===== config.mk =====
export PLATFORM = sky130hd
export DESIGN_NAME = mecanum_wheel_speed_mixer_top_flat
export DESIGN_NICKNAME = d
export VERILOG_FILES = /design/src/rtl/mwsm_pkg.sv /design/src/rtl/mwsm_req_if.sv /design/src/rtl/mwsm_rsp_if.sv /design/src/rtl/mwsm_csr_if.sv /design/src/rtl/mwsm_csr.sv /design/src/rtl/mwsm_pipe_ctrl.sv /design/src/rtl/mwsm_mix.sv /design/src/rtl/mwsm_div_stage.sv /design/src/rtl/mecanum_wheel_speed_mixer_top.sv /design/src/flat_wrapper.sv
export SDC_FILE = /design/constraint.sdc
export NUM_CORES = 2
export LEC_CHECK = 0
export ABC_AREA = 1
export BUFFER_PORTS_ARGS = -buffer_cell sky130_fd_sc_hd__buf_2
export CAP_MARGIN = 20
export CORE_MARGIN = 3
export CORE_UTILIZATION = 46
export DETAILED_ROUTE_END_ITERATION = 8
export GPL_TIMING_DRIVEN = 1
export SLEW_MARGIN = 30
export SYNTH_ARGS = -nofsm -noshare
export SYNTH_HDL_FRONTEND = slang
export SYNTH_SLANG_ARGS = --single-unit

===== constraint.sdc =====
create_clock -name clock -period 24.7 [get_ports clock]
set_input_delay 4.94 -clock clock [delete_from_list [all_inputs] [get_ports clock]]
set_output_delay 4.94 -clock clock [all_outputs]
set_load 0.005 [all_outputs]

===== src/rtl/mwsm_pkg.sv =====
package mwsm_pkg;

   // Field widths
   localparam int CMD_W   = 16;   // command input fields
   localparam int LIM_W   = 10;   // command clamp limits
   localparam int WLIM_W  = 12;   // wheel limit
   localparam int CLAMP_W = LIM_W + 1;    // clamped command, signed
   localparam int WHEEL_W = 13;   // wheel speed, signed
   localparam int MAG_W   = 12;   // wheel magnitude
   localparam int NUM_W   = MAG_W + WLIM_W;   // magnitude * wheel limit
   localparam int QUO_W   = WLIM_W;   // quotient never exceeds the wheel limit
   localparam int NWHEEL  = 4;

   // Configuration port
   localparam int CSR_IDX_W  = 3;
   localparam int CSR_DATA_W = 12;

   typedef enum logic [CSR_IDX_W-1:0] {
      REG_LAYOUT      = 3'd0,
      REG_VX_LIMIT    = 3'd1,
      REG_VY_LIMIT    = 3'd2,
      REG_OMEGA_LIMIT = 3'd3,
      REG_WHEEL_LIMIT = 3'd4
   } reg_index_type;

   localparam logic [LIM_W-1:0]  VX_LIMIT_RESET    = 10'd660;
   localparam logic [LIM_W-1:0]  VY_LIMIT_RESET    = 10'd660;
   localparam logic [LIM_W-1:0]  OMEGA_LIMIT_RESET = 10'd300;
   localparam logic [WLIM_W-1:0] WHEEL_LIMIT_RESET = 12'd1000;

   // Pipeline shape
   localparam int MIX_STAGES                 = 4;
   localparam int DIV_BITS_PER_STAGE_DEFAULT = 2;

   typedef struct packed {
      logic              layout;
      logic [LIM_W-1:0]  vx_lim;
      logic [LIM_W-1:0]  vy_lim;
      logic [LIM_W-1:0]  om_lim;
      logic [WLIM_W-1:0] wheel_lim;
   } cfg_type;

   // Sideband that rides along the divider stages
   typedef struct packed {
      logic                            scaled;
      logic [MAG_W-1:0]                top;
      logic [NWHEEL-1:0][WHEEL_W-1:0]  wheel;
   } side_type;

   // Per lane {remainder, dividend low bits / quotient bits}
   typedef struct packed {
      logic [NWHEEL-1:0][NUM_W-1:0] work;
   } div_type;

   // Symmetric clamp of a signed command to +/- lim
   function automatic logic signed [CLAMP_W-1:0] clamp_sym(
      input logic signed [CMD_W-1:0] v,
      input logic [LIM_W-1:0]        lim
   );
      logic signed [CMD_W:0] ext;
      logic signed [CMD_W:0] hi;
      logic signed [CMD_W:0] lo;
      logic signed [CMD_W:0] res;
      ext = {v[CMD_W-1], v};
      hi  = $signed({{(CMD_W + 1 - LIM_W){1'b0}}, lim});
      lo  = -hi;
      if (ext > hi) begin
         res = hi;
      end else if (ext < lo) begin
         res = lo;
      end else begin
         res = ext;
      end
      return res[CLAMP_W-1:0];
   endfunction

   // Magnitude of a wheel speed
   function automatic logic [MAG_W-1:0] wheel_mag(input logic [WHEEL_W-1:0] w);
      logic [WHEEL_W-1:0] a;
      a = w[WHEEL_W-1] ? (~w + 1'b1) : w;
      return a[MAG_W-1:0];
   endfunction

endpackage


===== src/rtl/mwsm_req_if.sv =====
interface mwsm_req_if;
   logic                               valid;
   logic                               ready;
   logic signed [mwsm_pkg::CMD_W-1:0]  cmd_vx;
   logic signed [mwsm_pkg::CMD_W-1:0]  cmd_vy;
   logic signed [mwsm_pkg::CMD_W-1:0]  cmd_omega;

   modport source(output valid, output cmd_vx, output cmd_vy, output cmd_omega,
                  input ready);
   modport sink(input valid, input cmd_vx, input cmd_vy, input cmd_omega,
                output ready);
endinterface


===== src/rtl/mwsm_rsp_if.sv =====
interface mwsm_rsp_if;
   logic                                valid;
   logic                                ready;
   logic signed [mwsm_pkg::WHEEL_W-1:0] wheel_a_speed;
   logic signed [mwsm_pkg::WHEEL_W-1:0] wheel_b_speed;
   logic signed [mwsm_pkg::WHEEL_W-1:0] wheel_c_speed;
   logic signed [mwsm_pkg::WHEEL_W-1:0] wheel_d_speed;
   logic                                was_scaled;

   modport source(output valid, output wheel_a_speed, output wheel_b_speed,
                  output wheel_c_speed, output wheel_d_speed, output was_scaled,
                  input ready);
   modport sink(input valid, input wheel_a_speed, input wheel_b_speed,
                input wheel_c_speed, input wheel_d_speed, input was_scaled,
                output ready);
endinterface


===== src/rtl/mwsm_csr_if.sv =====
interface mwsm_csr_if;
   logic                                valid;
   logic                                ready;
   logic [mwsm_pkg::CSR_IDX_W-1:0]      index;
   logic [mwsm_pkg::CSR_DATA_W-1:0]     data;

   modport source(output valid, output index, output data, input ready);
   modport sink(input valid, input index, input data, output ready);
endinterface


===== src/rtl/mwsm_csr.sv =====
module mwsm_csr (
   input  logic                clock,
   input  logic                reset,
   mwsm_csr_if.sink            csr_bus,
   output mwsm_pkg::cfg_type   cfg
);

   mwsm_pkg::cfg_type cfg_ff;
   mwsm_pkg::cfg_type cfg_in;

   assign csr_bus.ready = 1'b1;
   assign cfg = cfg_ff;

   // Register decode; unknown indexes are dropped
   always_comb begin
      cfg_in = cfg_ff;
      if (csr_bus.valid) begin
         unique case (csr_bus.index)
            mwsm_pkg::REG_LAYOUT:      cfg_in.layout    = csr_bus.data[0];
            mwsm_pkg::REG_VX_LIMIT:    cfg_in.vx_lim    = csr_bus.data[mwsm_pkg::LIM_W-1:0];
            mwsm_pkg::REG_VY_LIMIT:    cfg_in.vy_lim    = csr_bus.data[mwsm_pkg::LIM_W-1:0];
            mwsm_pkg::REG_OMEGA_LIMIT: cfg_in.om_lim    = csr_bus.data[mwsm_pkg::LIM_W-1:0];
            mwsm_pkg::REG_WHEEL_LIMIT: cfg_in.wheel_lim = csr_bus.data[mwsm_pkg::WLIM_W-1:0];
            default: ;
         endcase
      end
   end

   always_ff @(posedge clock) begin
      if (reset) begin
         cfg_ff.layout    <= 1'b0;
         cfg_ff.vx_lim    <= mwsm_pkg::VX_LIMIT_RESET;
         cfg_ff.vy_lim    <= mwsm_pkg::VY_LIMIT_RESET;
         cfg_ff.om_lim    <= mwsm_pkg::OMEGA_LIMIT_RESET;
         cfg_ff.wheel_lim <= mwsm_pkg::WHEEL_LIMIT_RESET;
      end else begin
         cfg_ff <= cfg_in;
      end
   end

endmodule


===== src/rtl/mwsm_pipe_ctrl.sv =====
module mwsm_pipe_ctrl #(
   parameter int NSTAGE = 11
) (
   input  logic              clock,
   input  logic              reset,
   input  logic              in_valid,
   input  logic              out_ready,
   output logic              in_ready,
   output logic [NSTAGE-1:0] en,
   output logic [NSTAGE-1:0] valid
);

   logic [NSTAGE-1:0] valid_ff;
   logic [NSTAGE-1:0] valid_in;

   // A stage loads when it or any stage after it holds a bubble,
   // or when the output beat is taken
   always_comb begin
      for (int i = 0; i < NSTAGE; i++) begin
         en[i] = out_ready || !(&(valid_ff | NSTAGE'((1 << i) - 1)));
      end
   end

   always_comb begin
      valid_in[0] = en[0] ? in_valid : valid_ff[0];
      for (int i = 1; i < NSTAGE; i++) begin
         valid_in[i] = en[i] ? valid_ff[i-1] : valid_ff[i];
      end
   end

   always_ff @(posedge clock) begin
      if (reset) begin
         valid_ff <= '0;
      end else begin
         valid_ff <= valid_in;
      end
   end

   assign in_ready = en[0];
   assign valid    = valid_ff;

   // A waiting result is never dropped
   a_out_hold: assert property (@(posedge clock) disable iff (reset)
      valid_ff[NSTAGE-1] && !out_ready |=> valid_ff[NSTAGE-1])
      else $error("output beat lost while stalled");

   // Input stalls only when every stage is full
   a_stall_full: assert property (@(posedge clock) disable iff (reset)
      !in_ready |-> (&valid_ff) && !out_ready)
      else $error("input stalled with a bubble in the pipe");

endmodule


===== src/rtl/mwsm_mix.sv =====
module mwsm_mix (
   input  logic                                   clock,
   input  logic [mwsm_pkg::MIX_STAGES-1:0]        en,
   input  mwsm_pkg::cfg_type                      cfg,
   input  logic signed [mwsm_pkg::CMD_W-1:0]      cmd_vx,
   input  logic signed [mwsm_pkg::CMD_W-1:0]      cmd_vy,
   input  logic signed [mwsm_pkg::CMD_W-1:0]      cmd_omega,
   output mwsm_pkg::side_type                     side,
   output mwsm_pkg::div_type                      work
);

   localparam int NW = mwsm_pkg::NWHEEL;

   // Stage 0: clamp
   logic signed [mwsm_pkg::CLAMP_W-1:0] x_ff, y_ff, w_ff;
   logic signed [mwsm_pkg::CLAMP_W-1:0] x_in, y_in, w_in;

   assign x_in = mwsm_pkg::clamp_sym(cmd_vx, cfg.vx_lim);
   assign y_in = mwsm_pkg::clamp_sym(cmd_vy, cfg.vy_lim);
   assign w_in = mwsm_pkg::clamp_sym(cmd_omega, cfg.om_lim);

   always_ff @(posedge clock) begin
      if (en[0]) begin
         x_ff <= x_in;
         y_ff <= y_in;
         w_ff <= w_in;
      end
   end

   // Stage 1: mix into wheels and take magnitudes
   logic signed [mwsm_pkg::WHEEL_W-1:0] xs, ys, ws;
   logic [mwsm_pkg::WHEEL_W-1:0] wheel1_ff [NW];
   logic [mwsm_pkg::WHEEL_W-1:0] wheel1_in [NW];
   logic [mwsm_pkg::MAG_W-1:0]   mag1_ff   [NW];
   logic [mwsm_pkg::MAG_W-1:0]   mag1_in   [NW];

   assign xs = mwsm_pkg::WHEEL_W'(x_ff);
   assign ys = mwsm_pkg::WHEEL_W'(y_ff);
   assign ws = mwsm_pkg::WHEEL_W'(w_ff);

   always_comb begin
      if (cfg.layout) begin
         wheel1_in[0] = xs - ys + ws;
         wheel1_in[1] = -xs - ys + ws;
      end else begin
         wheel1_in[0] = -xs - ys + ws;
         wheel1_in[1] = xs - ys + ws;
      end
      wheel1_in[2] = -xs + ys + ws;
      wheel1_in[3] = xs + ys + ws;
      for (int i = 0; i < NW; i++) begin
         mag1_in[i] = mwsm_pkg::wheel_mag(wheel1_in[i]);
      end
   end

   always_ff @(posedge clock) begin
      if (en[1]) begin
         wheel1_ff <= wheel1_in;
         mag1_ff   <= mag1_in;
      end
   end

   // Stage 2: largest magnitude and the scale decision
   logic [mwsm_pkg::MAG_W-1:0]   m01, m23;
   logic [mwsm_pkg::MAG_W-1:0]   top2_ff, top2_in;
   logic                         scaled2_ff, scaled2_in;
   logic [mwsm_pkg::WHEEL_W-1:0] wheel2_ff [NW];
   logic [mwsm_pkg::MAG_W-1:0]   mag2_ff   [NW];

   assign m01        = (mag1_ff[0] > mag1_ff[1]) ? mag1_ff[0] : mag1_ff[1];
   assign m23        = (mag1_ff[2] > mag1_ff[3]) ? mag1_ff[2] : mag1_ff[3];
   assign top2_in    = (m01 > m23) ? m01 : m23;
   assign scaled2_in = top2_in > cfg.wheel_lim;

   always_ff @(posedge clock) begin
      if (en[2]) begin
         top2_ff    <= top2_in;
         scaled2_ff <= scaled2_in;
         wheel2_ff  <= wheel1_ff;
         mag2_ff    <= mag1_ff;
      end
   end

   // Stage 3: dividend = magnitude * wheel limit
   mwsm_pkg::side_type side3_ff, side3_in;
   mwsm_pkg::div_type  work3_ff, work3_in;

   always_comb begin
      side3_in.scaled = scaled2_ff;
      side3_in.top    = top2_ff;
      for (int i = 0; i < NW; i++) begin
         side3_in.wheel[i] = wheel2_ff[i];
         work3_in.work[i]  = mwsm_pkg::NUM_W'(mag2_ff[i]) *
                             mwsm_pkg::NUM_W'(cfg.wheel_lim);
      end
   end

   always_ff @(posedge clock) begin
      if (en[3]) begin
         side3_ff <= side3_in;
         work3_ff <= work3_in;
      end
   end

   assign side = side3_ff;
   assign work = work3_ff;

endmodule


===== src/rtl/mwsm_div_stage.sv =====
module mwsm_div_stage #(
   parameter int BITS = mwsm_pkg::DIV_BITS_PER_STAGE_DEFAULT
) (
   input  logic               clock,
   input  logic               en,
   input  mwsm_pkg::side_type prev_side,
   input  mwsm_pkg::div_type  prev_work,
   output mwsm_pkg::side_type side,
   output mwsm_pkg::div_type  work
);

   localparam int MW = mwsm_pkg::MAG_W;
   localparam int QW = mwsm_pkg::QUO_W;

   mwsm_pkg::side_type side_ff;
   mwsm_pkg::div_type  work_ff, work_in;

   // BITS restoring steps per lane; remainder stays below the divisor,
   // quotient bits shift in at the bottom of the low half
   always_comb begin
      logic [MW-1:0] rem;
      logic [QW-1:0] low;
      logic [MW:0]   trial;
      for (int i = 0; i < mwsm_pkg::NWHEEL; i++) begin
         rem = prev_work.work[i][mwsm_pkg::NUM_W-1:QW];
         low = prev_work.work[i][QW-1:0];
         for (int s = 0; s < BITS; s++) begin
            trial = {rem, low[QW-1]};
            low   = {low[QW-2:0], 1'b0};
            if (trial >= {1'b0, prev_side.top}) begin
               trial  = trial - {1'b0, prev_side.top};
               low[0] = 1'b1;
            end
            rem = trial[MW-1:0];
         end
         work_in.work[i] = {rem, low};
      end
   end

   always_ff @(posedge clock) begin
      if (en) begin
         side_ff <= prev_side;
         work_ff <= work_in;
      end
   end

   assign side = side_ff;
   assign work = work_ff;

endmodule


===== src/rtl/mecanum_wheel_speed_mixer_top.sv =====
// Mecanum wheel mixer: each command beat (vx, vy, omega) is clamped to its
// limit, mixed into four wheel speeds, and if the largest wheel magnitude
// exceeds wheel_limit all four are scaled by wheel_limit/max, truncated toward
// zero, with was_scaled set. One command is taken every cycle unless the
// output is stalled with every stage full; the scaling uses a pipelined long
// division, which retires DIV_BITS_PER_STAGE quotient bits per stage.
// Backpressure stalls only the full part of the pipe, so bubbles are squeezed
// out. Limit registers should be written only with the pipe empty.
module mecanum_wheel_speed_mixer_top #(
   parameter int DIV_BITS_PER_STAGE = mwsm_pkg::DIV_BITS_PER_STAGE_DEFAULT
) (
   input  logic        clock,
   input  logic        reset,
   mwsm_req_if.sink    req_bus,
   mwsm_rsp_if.source  rsp_bus,
   mwsm_csr_if.sink    csr_bus
);

   localparam int NW         = mwsm_pkg::NWHEEL;
   localparam int WW         = mwsm_pkg::WHEEL_W;
   localparam int QW         = mwsm_pkg::QUO_W;
   localparam int DIV_STAGES = QW / DIV_BITS_PER_STAGE;
   localparam int NSTAGE     = mwsm_pkg::MIX_STAGES + DIV_STAGES + 1;

   mwsm_pkg::cfg_type  cfg;
   logic [NSTAGE-1:0]  en;
   logic [NSTAGE-1:0]  valid;

   mwsm_csr u_csr (
      .clock   (clock),
      .reset   (reset),
      .csr_bus (csr_bus),
      .cfg     (cfg)
   );

   mwsm_pipe_ctrl #(
      .NSTAGE (NSTAGE)
   ) u_ctrl (
      .clock     (clock),
      .reset     (reset),
      .in_valid  (req_bus.valid),
      .out_ready (rsp_bus.ready),
      .in_ready  (req_bus.ready),
      .en        (en),
      .valid     (valid)
   );

   // Clamp, mix, max and multiply
   mwsm_pkg::side_type side_s [DIV_STAGES+1];
   mwsm_pkg::div_type  work_s [DIV_STAGES+1];

   mwsm_mix u_mix (
      .clock     (clock),
      .en        (en[mwsm_pkg::MIX_STAGES-1:0]),
      .cfg       (cfg),
      .cmd_vx    (req_bus.cmd_vx),
      .cmd_vy    (req_bus.cmd_vy),
      .cmd_omega (req_bus.cmd_omega),
      .side      (side_s[0]),
      .work      (work_s[0])
   );

   // Long division chain
   for (genvar k = 0; k < DIV_STAGES; k++) begin : g_div
      mwsm_div_stage #(
         .BITS (DIV_BITS_PER_STAGE)
      ) u_div (
         .clock     (clock),
         .en        (en[mwsm_pkg::MIX_STAGES + k]),
         .prev_side (side_s[k]),
         .prev_work (work_s[k]),
         .side      (side_s[k+1]),
         .work      (work_s[k+1])
      );
   end

   // Output stage: restore sign on the scaled magnitude
   logic [WW-1:0] wheel_ff [NW];
   logic [WW-1:0] wheel_in [NW];
   logic          scaled_ff;
   logic [WW-1:0] quo;

   always_comb begin
      for (int i = 0; i < NW; i++) begin
         quo = {1'b0, work_s[DIV_STAGES].work[i][QW-1:0]};
         if (side_s[DIV_STAGES].scaled) begin
            wheel_in[i] = side_s[DIV_STAGES].wheel[i][WW-1] ? (~quo + 1'b1) : quo;
         end else begin
            wheel_in[i] = side_s[DIV_STAGES].wheel[i];
         end
      end
   end

   always_ff @(posedge clock) begin
      if (en[NSTAGE-1]) begin
         wheel_ff  <= wheel_in;
         scaled_ff <= side_s[DIV_STAGES].scaled;
      end
   end

   assign rsp_bus.valid         = valid[NSTAGE-1];
   assign rsp_bus.wheel_a_speed = $signed(wheel_ff[0]);
   assign rsp_bus.wheel_b_speed = $signed(wheel_ff[1]);
   assign rsp_bus.wheel_c_speed = $signed(wheel_ff[2]);
   assign rsp_bus.wheel_d_speed = $signed(wheel_ff[3]);
   assign rsp_bus.was_scaled    = scaled_ff;

   // Every delivered wheel stays within the wheel limit
   a_wheel_bound: assert property (@(posedge clock) disable iff (reset)
      rsp_bus.valid |->
         mwsm_pkg::wheel_mag(wheel_ff[0]) <= cfg.wheel_lim &&
         mwsm_pkg::wheel_mag(wheel_ff[1]) <= cfg.wheel_lim &&
         mwsm_pkg::wheel_mag(wheel_ff[2]) <= cfg.wheel_lim &&
         mwsm_pkg::wheel_mag(wheel_ff[3]) <= cfg.wheel_lim)
      else $error("wheel speed above wheel limit");

   // After scaling, the largest wheel lands exactly on the limit
   a_scaled_peak: assert property (@(posedge clock) disable iff (reset)
      rsp_bus.valid && rsp_bus.was_scaled |->
         mwsm_pkg::wheel_mag(wheel_ff[0]) == cfg.wheel_lim ||
         mwsm_pkg::wheel_mag(wheel_ff[1]) == cfg.wheel_lim ||
         mwsm_pkg::wheel_mag(wheel_ff[2]) == cfg.wheel_lim ||
         mwsm_pkg::wheel_mag(wheel_ff[3]) == cfg.wheel_lim)
      else $error("scaled set without a wheel at the limit");

endmodule

===== src/flat_wrapper.sv =====
// flat-port wrapper written by rule: the top's interface ports become plain ports
module mecanum_wheel_speed_mixer_top_flat 
#(
   parameter int DIV_BITS_PER_STAGE = mwsm_pkg::DIV_BITS_PER_STAGE_DEFAULT
)
  (clock, reset, req_bus_valid, req_bus_cmd_vx, req_bus_cmd_vy, req_bus_cmd_omega, req_bus_ready, rsp_bus_valid, rsp_bus_wheel_a_speed, rsp_bus_wheel_b_speed, rsp_bus_wheel_c_speed, rsp_bus_wheel_d_speed, rsp_bus_was_scaled, rsp_bus_ready, csr_bus_valid, csr_bus_index, csr_bus_data, csr_bus_ready);
  mwsm_req_if req_bus_i ();
  mwsm_rsp_if rsp_bus_i ();
  mwsm_csr_if csr_bus_i ();
  input  logic clock;
  input  logic reset;
  input wire logic [$bits(req_bus_i.valid)-1:0] req_bus_valid;
  input wire logic [$bits(req_bus_i.cmd_vx)-1:0] req_bus_cmd_vx;
  input wire logic [$bits(req_bus_i.cmd_vy)-1:0] req_bus_cmd_vy;
  input wire logic [$bits(req_bus_i.cmd_omega)-1:0] req_bus_cmd_omega;
  output wire logic [$bits(req_bus_i.ready)-1:0] req_bus_ready;
  output wire logic [$bits(rsp_bus_i.valid)-1:0] rsp_bus_valid;
  output wire logic [$bits(rsp_bus_i.wheel_a_speed)-1:0] rsp_bus_wheel_a_speed;
  output wire logic [$bits(rsp_bus_i.wheel_b_speed)-1:0] rsp_bus_wheel_b_speed;
  output wire logic [$bits(rsp_bus_i.wheel_c_speed)-1:0] rsp_bus_wheel_c_speed;
  output wire logic [$bits(rsp_bus_i.wheel_d_speed)-1:0] rsp_bus_wheel_d_speed;
  output wire logic [$bits(rsp_bus_i.was_scaled)-1:0] rsp_bus_was_scaled;
  input wire logic [$bits(rsp_bus_i.ready)-1:0] rsp_bus_ready;
  input wire logic [$bits(csr_bus_i.valid)-1:0] csr_bus_valid;
  input wire logic [$bits(csr_bus_i.index)-1:0] csr_bus_index;
  input wire logic [$bits(csr_bus_i.data)-1:0] csr_bus_data;
  output wire logic [$bits(csr_bus_i.ready)-1:0] csr_bus_ready;
  assign req_bus_i.valid = req_bus_valid;
  assign req_bus_i.cmd_vx = req_bus_cmd_vx;
  assign req_bus_i.cmd_vy = req_bus_cmd_vy;
  assign req_bus_i.cmd_omega = req_bus_cmd_omega;
  assign req_bus_ready = req_bus_i.ready;
  assign rsp_bus_valid = rsp_bus_i.valid;
  assign rsp_bus_wheel_a_speed = rsp_bus_i.wheel_a_speed;
  assign rsp_bus_wheel_b_speed = rsp_bus_i.wheel_b_speed;
  assign rsp_bus_wheel_c_speed = rsp_bus_i.wheel_c_speed;
  assign rsp_bus_wheel_d_speed = rsp_bus_i.wheel_d_speed;
  assign rsp_bus_was_scaled = rsp_bus_i.was_scaled;
  assign rsp_bus_i.ready = rsp_bus_ready;
  assign csr_bus_i.valid = csr_bus_valid;
  assign csr_bus_i.index = csr_bus_index;
  assign csr_bus_i.data = csr_bus_data;
  assign csr_bus_ready = csr_bus_i.ready;
  mecanum_wheel_speed_mixer_top #(.DIV_BITS_PER_STAGE(DIV_BITS_PER_STAGE)) u_core (.clock(clock), .reset(reset), .req_bus(req_bus_i), .rsp_bus(rsp_bus_i), .csr_bus(csr_bus_i));
endmodule

# ---- Word-level counts from Yosys, hierarchy flattened
# Index checks and enable logic that the tools add are counted.
dict set report totals {
  regBits 1420
  inputBits 68
  output_inout_bits 56
  word_cells 404
}
dict set report classes {
  n_addsub 64
  n_mul 4
  order_cmp 58
  eq_ne 4
  mux 114
  n_bitwise 8
  n_reduce_logical 38
}
# cell n
set op_table {}
lappend op_table {{13-bit by 12-bit greater-or-equal comparator with 1-bit output} 48}
lappend op_table {{12-bit 2-to-1 mux} 51}
lappend op_table {{12-bit subtractor} 44}
lappend op_table {{13-bit 2-to-1 mux} 8}
lappend op_table {{12-bit by 12-bit multiplier with 24-bit output} 4}
lappend op_table {{13-bit by 1-bit adder with 13-bit output (second input constant)} 4}
lappend op_table {{12-bit inverter with 13-bit output} 4}
lappend op_table {{16-bit by 17-bit < comparator with 1-bit output} 3}
lappend op_table {{10-bit negation with 17-bit output} 3}
lappend op_table {{12-bit by 1-bit adder with 12-bit output (second input constant)} 4}
lappend op_table {{12-bit > comparator} 4}
lappend op_table {{16-bit by 11-bit > comparator with 1-bit output} 3}
lappend op_table {{1-bit 2-to-1 mux} 48}
lappend op_table {{12-bit inverter} 4}
lappend op_table {{13-bit by 11-bit adder with 13-bit output} 3}
lappend op_table {{11-bit 2-to-1 mux} 3}
lappend op_table {{10-bit 2-to-1 mux} 3}
lappend op_table {{12-bit by 11-bit adder with 13-bit output} 2}
lappend op_table {{26-bit 2-to-1 mux} 1}
lappend op_table {{11-bit negation with 13-bit output} 1}
lappend op_table {{13-bit by 11-bit subtractor with 13-bit output} 1}
lappend op_table {{11-bit by 11-bit adder with 12-bit output} 1}
lappend op_table {{2-bit AND reduction} 6}
lappend op_table {{11-bit by 11-bit subtractor with 12-bit output} 1}
lappend op_table {{other kinds (15)} 36}

# ---- Longest topological paths before layout
dict set report logic_depth {
  word_depth 7
  depth_mapped 27
  ltp_nobuf 25
}

# ---- Hierarchy
# From an unflattened synthesis, not the netlist that was laid out.
dict set report unflattened {
  cells_unflattened 13643
  hier_area_um2 115301.8
}
# mod n_inst cells_each area_each_um2
set by_module_without_submodules {}
lappend by_module_without_submodules {mwsm_mix 1 4614 40553.9}
lappend by_module_without_submodules {{mwsm_div_stage (u_core.g_div[3].u_div ...)} 3 1387 11594.9}
lappend by_module_without_submodules {{mwsm_div_stage (u_core.g_div[0].u_div ...)} 2 1372 11449.7}
lappend by_module_without_submodules {{mwsm_div_stage (u_core.g_div[2].u_div)} 1 1370 11439.7}
lappend by_module_without_submodules {mecanum_wheel_speed_mixer_top 1 451 3449.6}
lappend by_module_without_submodules {mwsm_csr 1 240 1724.2}
lappend by_module_without_submodules {mwsm_pipe_ctrl 1 63 450.4}

# ---- Worst setup path after synthesis
# No wires, ideal clock.
dict set report synth_timing {
  path_type {input to output}
  start {in rsp_bus_ready}
  end {out req_bus_ready}
  t_arrival_ps 17838
  t_required_ps 19760
  setup_slack_ps 1922
  cell_stages 10
  path_buffers 0
  path_cell_list {inv_1 nand3_1 nor2_2 nand2_1 nor2_2 nand2_2 nor2_2 nand3_1 nor2_2 nand2_1}
}
dict set report synth_between {
  elab_chain_cells 1
}
# element line
set synth_lines {}
lappend synth_lines {{start: declaration} flat_wrapper.sv:23} ;# input wire logic [$bits(rsp_bus_i.ready)-1:0] rsp_bus_ready;
lappend synth_lines {{1-bit logical OR} mwsm_pipe_ctrl.sv:20} ;# en[i] = out_ready || !(&(valid_ff | NSTAGE'((1 << i) - 1)));
lappend synth_lines {{end: declaration} flat_wrapper.sv:16} ;# output wire logic [$bits(req_bus_i.ready)-1:0] req_bus_ready;
# No other way between the ends.

# ---- Worst setup path in the final report
# Ends and elaborated chain as after synthesis.

==> summary.md <==
| Metric | Value |
|---|---|
| Result of the run | complete, no violations |
| Most instantiated cells after synthesis | 2989 x nand2_1, 1735 x inv_1, 1313 x edfxtp_1 |
| Fillcell total | between 20000 and 25000 |
| YS warnings | 0 |
| Cell area after technology mapping | roughly 0.10 sq mm |
| Top post-synthesis cells by area | edfxtp_1 38%, ha_1 12%, nand2_1 11%, fa_1 9.4%, inv_1 6.3% |
| Total negative setup slack | 0 ns |
| Inserted Clock Buffers | approximately 150 |
| Worst-Skew Late Latency | 0.82 ns |
| Critical path endpoint category | output port |
| Highest achievable clock rate | 69.2 MHz |
| Maximum capacitance violations | 0 |
| Antenna violations before repair | 10 |
| Critical path endpoint | req_bus_ready |
| Required time worst endpoint | just under 20 ns |
| Number of post-CTS setup repair buffers | 0 |
| Number of input and output port buffers inserted | between 100 and 150 |
| Reg2reg path depth | 22 |
| Area used by multi-input combinational logic | between 0.05 and 0.06 sq mm |
| Die Height | just under 500 um |
| CTS Hold Buffers Added | 0 |
| Crit path kind | input pin to output port |
| Synth-to-Final Area Change | 8.89% |
| Starting Density | 0.465 |
| Most common cell in the netlist | nand2_1 |
| Aggregate global routing overflow | 0 |
| RSZ-0062 raised after global routing | no |
| Crit path time final | 14.45 ns |
| CTS root buf | clkbuf_16 |
| Maximum buffer depth of the clock tree | 3 |
| Flops & latches, synth | about 1400 |
| Core Area | 0.224 sq mm |
| Clock-pin slew on the worst setup and hold paths | about 0.060 ns |
| Number of enable flip-flop cells after synthesis | 1313 |
| Number of H-tree branching levels | 4 |
| Post-Route Hold Slack | between 0.3 and 0.4 ns |
| Standard-cell rows | approximately 170 |
| Critical path launch point | rsp_bus_ready |
| TritonCTS sink count | 1367 |
| Synthesized area per cell | between 8 and 9 sq um |
| Placer congestion estimate | 0.961 |
| Unique cell type count in the Yosys netlist | 61 |
| Number of remaining DRC errors | 0 |
| Cell count after synthesis | approximately 12000 |
| Post-synthesis cell type with the largest combined area | edfxtp_1 |
| Largest net degree at the start of global routing | 95 |
| Slew HR | 0.342 |
| Reg2Reg Setup Slack | approximately 19 ns |
| Multiplexer share of the synthesized area | 0 |
| Top Usage Layer GRT | met2 |
| Drt first-iter violations | a little under 6000 |
| Vias in the first global route | between 70000 and 80000 |
| Fraction of final layout cells sized beyond drive strength 1 | 0.0514 |
| Sequential cell area | slightly above 0.04 sq mm |
| Transition time of the tightest slew-check pin | roughly 0.98 ns |
| Worst Skew | a little under 0.06 ns |
| Slew Limit Fails | 0 |
| Vias post-DR | about 80000 |
| I/O pins | 124 |
| Share of synthesized cell area in full adder, half adder and majority cells | 0.216 |
| Length of the first detailed-routing pass in iterations | 6 |
| Wire length of the first global-routing pass | 445000 um |
| Element type at the critical path start | input pin |
| Global routing met2 resource utilization | 0.420 |
| Number of routed nets with antenna violations | 0 |
| Final Setup Violations | 0 |
| GRT Util Overall | 0.246 |
| Total wire length | 288000 um |
| Startpoint of the most critical register-to-register path | u_core.u_mix.wheel1_ff[39] |
| Die Wd | 482 um |
| Routed wire per std cell | 19.2 um |
| Highest net fanout along the worst path | between 90 and 100 |
| Final Hold Vio Count | 0 |
| Portion of the clock cycle consumed by the worst path in the final layout | 0.585 |
| PostCTS Resize Cnt | 0 |
| TritonCTS clock tree | yes |
| Worst min path class | register to register |
| End of the worst register-to-register path | u_core.u_mix.scaled2_ff |
| Compound-cell area share of the yosys netlist | 0.0754 |
| Combinational family with the most area after synthesis | adder cells |
| Arrival time at the worst endpoint | 9.51 ns |
| Share of the synthesized netlist area taken by xor and xnor gates | 0.0412 |
| Post-detail-place hpwl | 228000 um |
| Commonest register cell after synthesis | edfxtp_1 |
| Register area share after synthesis | 0.389 |
| Post-synth net total | 13400 |
| GR Layer Usage met1 | 0.313 |
| Met3 capacity usage during global routing | 0.0261 |
| Number of vias per cell | 5.36 |
| Post-layout nets | around 13000 |
| Post-synth top area share | 0.379 |
| Synth async-reset ratio | 0 |
| Die Footprint | 0.232 sq mm |
| Synthesized-area fraction occupied by and/or/nand/nor cells | 0.204 |
-- registers in the layout, summed over array words and instances, names as in the netlist --
name                          count
u_core.u_mix.side                62
u_core.rsp_bus.wheel_d_speed     13
u_core.u_mix.scaled2_ff           1
u_core.u_mix.wheel1_ff           49
u_core.g_div.u_div.side         360
u_core.rsp_bus.was_scaled         1
u_core.u_mix.top2_ff             12
u_core.rsp_bus.wheel_a_speed     13
u_core.u_mix.side3_in            49
u_core.u_mix.mag2_ff             44
u_core.u_csr.cfg                 43
u_core.u_mix.work                93
u_core.u_mix.y_ff                11
u_core.g_div.u_div.work         513
u_core.u_mix.w_ff                11
u_core.u_ctrl.valid              11
u_core.u_mix.mag1_ff             44
u_core.rsp_bus.wheel_b_speed     13
u_core.u_mix.x_ff                11
u_core.rsp_bus.wheel_c_speed     13
-- layout make-up --
cell class                      count  area share
Multi-Input combinational cell   8402       0.493
Sequential cell                  1367       0.358
Inverter                         1755      0.0583
Clock buffer                      183      0.0355
Tap cell                         2975      0.0328
Clock inverter                     99      0.0117
Timing Repair Buffer              207      0.0111
Antenna cell                        7    0.000155
-- metal layers --
metal / vias up / wire (um)
met5: - / 34
met2: 2310 / 138000
met4: 6 / 15200
li1: 39300 / -
met3: 557 / 13700
met1: 38200 / 121000
-- placed cells by master (no fill, tap or decap), types with 154 or more instances in the layout --
master and n:
nand3_1 871, nand4_1 163, edfxtp_1 1313, nand2_1 2986, ha_1 1011, xor2_1 260, fa_1 491, nor2_1 661
a21oi_1 622, inv_1 1731, clkbuf_16 154, xnor2_1 230, o21ai_0 462
-- worst min path at each step --
stage | from | to | slack [ns] | cells after the start
finish | u_core.g_div[0].u_div.side[9] | u_core.g_div[1].u_div.side[9] | 0.40 | 0
global route | u_core.g_div[2].u_div.side[21] | u_core.g_div[3].u_div.side[21] | 0.39 | 0
CTS | u_core.g_div[2].u_div.side[21] | u_core.g_div[3].u_div.side[21] | 0.39 | 0
detailed placement | u_core.u_mix.side[11] | u_core.g_div[0].u_div.side[11] | 0.40 | 0
global placement | u_core.g_div[2].u_div.work[53] | u_core.g_div[3].u_div.work[55] | 0.40 | 0
floorplan | u_core.u_mix.side[0] | u_core.g_div[0].u_div.side[0] | 0.40 | 0
-- worst max-delay path, cell delays in order --
cell	delay, ns
buf_2	0.10
inv_1	0.11
nand3_4	0.34
nor2_2	0.39
nand2_4	0.40
nor2_2	0.48
nand2_8	0.46
nor2_2	0.53
nand3_4	0.64
nor2_2	0.49
nand2_1	0.09
buf_4	0.27
buf_2	0.19
-- cell families (layout without fill, tap and decap cells) --
family                     count (synthesis)  count (layout)
and+or+nand+nor                         4992            4992
buffers and inverters                   2011            2244
adders and majority gates               1502            1502
AOI/OAI and AO/OA                       1417            1417
DFF                                     1367            1367
xor gates and xnor gates                 490             490
other                                      1               8
-- metrics by stage --
stage | cells | instance area (sq um) | setup WS (ns) | utilization
after floorplan | 11800 | 104000 | 1.92 | -
after global placement | 14700 | 108000 | 10.12 | 0.483
after detailed placement | 14700 | 108000 | 10.06 | 0.483
after CTS | 15000 | 113000 | 10.06 | 0.507
after global routing | 15000 | 113000 | 9.74 | 0.507
final | 15000 | 113000 | 10.25 | 0.507
Power is left out: the tool's default activity adds up to more than one toggle a clock period on the data nets, which glitch-free logic cannot reach.
